$ cat config.mk
export PLATFORM = sky130hd
export DESIGN_NAME = mfw_front
export DESIGN_NICKNAME = d
export VERILOG_FILES = /design/src/hdl/mfw_pkg.sv /design/src/hdl/mfw_front.sv
export SDC_FILE = /design/constraint.sdc
export NUM_CORES = 1
export LEC_CHECK = 0
export ABC_CLOCK_PERIOD_IN_PS = 5940
export BUFFER_PORTS_ARGS = -buffer_cell sky130_fd_sc_hd__buf_2
export CORE_ASPECT_RATIO = 1.2
export CORE_UTILIZATION = 35
export DETAILED_ROUTE_END_ITERATION = 16
export GPL_ROUTABILITY_DRIVEN = 0
export MAX_ROUTING_LAYER = met4
export PLACE_DENSITY = 0.56
export SLEW_MARGIN = 20
export SYNTH_ARGS = -nofsm -noshare
export SYNTH_HDL_FRONTEND = slang
export SYNTH_SLANG_ARGS = --single-unit
$ cat constraint.sdc
create_clock -name aclk -period 5.94 [get_ports aclk]
set_input_delay 0 -clock aclk [delete_from_list [all_inputs] [get_ports aclk]]
set_output_delay 0 -clock aclk [all_outputs]
set_load 0.01 [all_outputs]
$ cat src/hdl/mfw_pkg.sv
package mfw_pkg;

    localparam int PIX_W    = 8;
    localparam int COORD_W  = 8;
    localparam int ADDR_W   = 2 * COORD_W;
    localparam int DIM_W    = 9;
    localparam int HALF_W   = 2;
    localparam int CNT_W    = 6;
    localparam int CFG_IDX_W = 2;
    localparam int CFG_DAT_W = 9;
    localparam int WIN_MAX  = 49;
    localparam int WIN_IDX_W = 6;
    localparam int QDEPTH   = 2;

    localparam logic [CFG_IDX_W-1:0] REG_FRAME_WIDTH  = 2'd0;
    localparam logic [CFG_IDX_W-1:0] REG_FRAME_HEIGHT = 2'd1;
    localparam logic [CFG_IDX_W-1:0] REG_WINDOW_HALF  = 2'd2;

    localparam logic CMD_WRITE   = 1'b0;
    localparam logic CMD_COMPUTE = 1'b1;

    // classified job passed from front to back
    typedef struct packed {
        logic               flag;      // out of frame
        logic               cmd;
        logic [COORD_W-1:0] r0;
        logic [COORD_W-1:0] r1;
        logic [COORD_W-1:0] c0;
        logic [COORD_W-1:0] c1;
        logic [COORD_W-1:0] row;
        logic [COORD_W-1:0] col;
        logic [PIX_W-1:0]   pix;
    } job_t;

    typedef enum logic [2:0] {
        ST_IDLE, ST_READ, ST_RANK, ST_PICK, ST_OUT
    } state_t;

endpackage

$ cat src/hdl/mfw_front.sv
module mfw_front (
    input  logic                                 aclk,
    input  logic                                 aresetn,
    input  logic                                 cfg_we,
    input  logic [mfw_pkg::CFG_IDX_W-1:0]        cfg_index,
    input  logic [mfw_pkg::CFG_DAT_W-1:0]        cfg_data,
    input  logic                                 in_valid,
    output logic                                 in_ready,
    input  logic                                 in_cmd,
    input  logic [mfw_pkg::COORD_W-1:0]          in_row,
    input  logic [mfw_pkg::COORD_W-1:0]          in_col,
    input  logic [mfw_pkg::PIX_W-1:0]            in_pix,
    output logic                                 q_valid,
    input  logic                                 q_ready,
    output mfw_pkg::job_t                        q_job
);
    import mfw_pkg::*;

    logic [DIM_W-1:0]  fw_reg, fh_reg;
    logic [HALF_W-1:0] half_reg;
    job_t              slot_reg [QDEPTH];
    logic [0:0]        wp_reg, rp_reg;
    logic [1:0]        cnt_reg;
    logic              push, pop;
    job_t              job;
    logic [COORD_W:0]  rsum, csum, fhm1, fwm1;

    always_ff @(posedge aclk) begin
        if (!aresetn) begin
            fw_reg   <= DIM_W'(256);
            fh_reg   <= DIM_W'(256);
            half_reg <= HALF_W'(1);
        end else if (cfg_we) begin
            case (cfg_index)
                REG_FRAME_WIDTH:  fw_reg   <= cfg_data;
                REG_FRAME_HEIGHT: fh_reg   <= cfg_data;
                REG_WINDOW_HALF:  half_reg <= cfg_data[HALF_W-1:0];
                default: ;
            endcase
        end
    end

    // frame regs above 256 behave as 256; coords are 8 bits so compare is enough
    always_comb begin
        fhm1 = (fh_reg > DIM_W'(256)) ? (COORD_W+1)'(255) : fh_reg - 1'b1;
        fwm1 = (fw_reg > DIM_W'(256)) ? (COORD_W+1)'(255) : fw_reg - 1'b1;
        rsum = {1'b0, in_row} + {{(COORD_W-1){1'b0}}, half_reg};
        csum = {1'b0, in_col} + {{(COORD_W-1){1'b0}}, half_reg};
        job.flag = (fh_reg == '0) || (fw_reg == '0) ||
                   ({1'b0, in_row} > fhm1) || ({1'b0, in_col} > fwm1);
        job.cmd  = in_cmd;
        job.row  = in_row;
        job.col  = in_col;
        job.pix  = in_pix;
        job.r0   = (in_row >= COORD_W'(half_reg)) ? in_row - COORD_W'(half_reg) : '0;
        job.c0   = (in_col >= COORD_W'(half_reg)) ? in_col - COORD_W'(half_reg) : '0;
        job.r1   = (rsum <= fhm1) ? rsum[COORD_W-1:0] : fhm1[COORD_W-1:0];
        job.c1   = (csum <= fwm1) ? csum[COORD_W-1:0] : fwm1[COORD_W-1:0];
    end

    assign in_ready = (cnt_reg != 2'd2);
    assign q_valid  = (cnt_reg != 2'd0);
    assign q_job    = slot_reg[rp_reg];
    assign push     = in_valid && in_ready;
    assign pop      = q_valid && q_ready;

    always_ff @(posedge aclk) begin
        if (push) begin
            slot_reg[wp_reg] <= job;
        end
    end

    always_ff @(posedge aclk) begin
        if (!aresetn) begin
            wp_reg  <= '0;
            rp_reg  <= '0;
            cnt_reg <= '0;
        end else begin
            if (push) wp_reg <= wp_reg + 1'b1;
            if (pop)  rp_reg <= rp_reg + 1'b1;
            cnt_reg <= cnt_reg + {1'b0, push} - {1'b0, pop};
        end
    end
endmodule

==> metrics.txt <==
area grow syn2layout=23.2%; Vias/cell=4.94; largest net degree at the start of global routing=60; Final Skew=22.4 ps; drc violations=0; Post-synth EDFFs=116; Rows=57; Pint=2.21 mW; Setup violations, final=0; core area=20,500 um2; Starting Density=36.0%; Ys Warns=0; Comb pwr share=26.4%; Sw Share=29.0%; initial antenna violation count=0; CTS Buffer Depth=2; layout cells sized above 1=28.0%; I/O pin count=101; clock root buffer master=clkbuf_16; Worst-Margin Slew=859 ps; met3 global-route usage=4.17%; htree depth=4; die area=21,600 um2; crit path kind=flip-flop to flip-flop; Cells after Synth=579; GR Overflow Total=0; filler cell count=1,870; cts repair resizes=0; Worst-path clk slew=60 ps; clk_lat worst skew=440 ps; Syn Nets=668; Die H=161 um; type of the tightest min-delay check=input pin to flip-flop; CTS sink cnt=141; sequential area share after synthesis=54.1%; most frequent cells in the layout=116 x edfxtp_1, 100 x buf_2, 59 x mux2_2; Worst setup SP type=flip-flop; DR pass1 iterations=5; #FFs+latches synth=141; syn avg cell area=12.7 um2; drt total wl=16,400 um; synthesized area=7360 um2; Main synth FF type=edfxtp_1; Setup crit end kind=flip-flop; commonest non-fill, non-tap cell in the layout=edfxtp_1; sw power=0.902 mW; Final Cell Area=9070 um2; Setup TNS=0 ps; antenna-violating nets left=0; port bufs=100; Final Power=3.11 mW; Initial DRC Count=204; unrepaired setup endpoints after global routing=no; minimum clock period=3570 ps; clock network fraction of total power=33.2%; Max-Cap Viols=0; Relative slew margins=42.7%; PwrDens=343 nW/um2; fraction of power consumed by sequential logic=40.4%; fin crit share=60.1%; WP data required=6120 ps; max reg flops=116; ys async rst share=0%; VDD IR max=0.191 mV; CTS Buf Count=17; fmax=280 MHz; Ant. Diodes=0; status=finished, final reports clean; vias=4,914; die width=134 um; Top Usage Layer GRT=met2; CP arrival=3750 ps; Final Hold Fails=0; distinct cell type count of the synthesized netlist=57; DP Wirelength=11,300 um; Worst Path Max Fanout=8; max-slew violation count=0; nets=805; leakage=3.58 nW; M2 GR Usage=26.4%; TritonCTS clock tree=yes; WL/cell=16.5 um; dpl cell area=8140 um2; M1 GR Usage=18.9%; Total GRT Usage=16.2%; final core occ=44.3%; first-pass GRT wire length=25,800 um; vias in the first global route=5,031
[cells by family after synthesis]
family	Yosys count	synth area share [%]
and+or+nand+nor	146	10.5
DFF	141	54.1
muxes	93	13.7
AOI/OAI and AO/OA	60	5.78
buffers and inverters	54	2.87
adders and majority gates	50	8.84
xor gates and xnor gates	35	4.16
[synth_stat cells (4+ instances only)]
cell / n / share of area (%)
fa_1: 4 / 1.1
nand3_1: 7 / 0.48
edfxtp_1: 116 / 47
o21a_1: 4 / 0.41
nand3b_1: 4 / 0.41
clkbuf_1: 17 / 0.87
ha_1: 44 / 7.5
nor2b_1: 24 / 2.0
o31ai_1: 4 / 0.41
xnor2_1: 17 / 2.0
nor3_1: 7 / 0.48
dfxtp_1: 25 / 6.8
nor4_1: 5 / 0.42
inv_1: 32 / 1.6
and2_1: 8 / 0.68
nor2_1: 37 / 1.9
a21oi_1: 15 / 1.0
nand2b_1: 4 / 0.34
nand2_1: 21 / 1.1
o21ai_0: 12 / 0.82
xor2_1: 18 / 2.1
mux2i_1: 33 / 4.5
mux2_2: 59 / 9.0
nand4_1: 10 / 0.85
[area by class of cell]
cell class	count	area [um2]	share of cell area, %
clock inverter	15	143	1.57
sequential	141	3990	43.9
clock buffer	17	425	4.69
timing repair buffer	140	891	9.82
tap	265	332	3.65
multi-input combinational	384	3180	35.0
inverter	32	120	1.32
[per-layer routing]
layer	up-vias	routed length [um]
li1	2397	-
met4	0	327
met3	24	713
met2	111	8140
met5	-	0
met1	2382	7270
[final timing paths]
| kind | depth (start not counted) | slack (ps) | from | endpoint |
|---|---|---|---|---|
| max | 10 | 2370 | fh_reg[3]$_SDFFE_PN0P_ | slot_reg[0][40]$_DFFE_PP_ |
| min | 4 | 10 | q_ready | flip-flop |
| max reg2reg | 10 | 2370 | fh_reg[3]$_SDFFE_PN0P_ | slot_reg[0][40]$_DFFE_PP_ |
| min reg2reg | 2 | 540 | rp_reg$_SDFFE_PN0P_ | flip-flop |
[critical path, cell delays in order (launching register included)]
cell,delay (ps)
dfxtp_1,370
or4_1,670
nor2_1,200
nand3_1,190
a21oi_1,460
ha_1,340
nor2_1,90
nor2_1,60
o21ai_0,80
a41o_1,500
mux2_4,350
[metrics by stage]
step	hold slack [ps]	cells	setup WS (ps)
floorplan	98.9	579	2400
finish	14.7	994	2370
global route	49.3	994	2100
global placement	193	926	2540
CTS	10.6	994	2370
detailed placement	197	926	2390
[power groups by stage]
stage                     clock network (mW)  registers [mW]  logic, mW
after floorplan                            0            1.27      0.545
after global placement                     0            1.27      0.801
after detailed placement                   0            1.28      0.815
after CTS                               1.06            1.26      0.839
after global routing                    1.10            1.27      0.899
final                                   1.03            1.26      0.821
[what timing repair did]
action	CTS	global route
setup buffers	0	0
hold buffers	36	0
endpoints found under the hold margin	71	0
No activity file was read; power rests on OpenSTA's default activity.
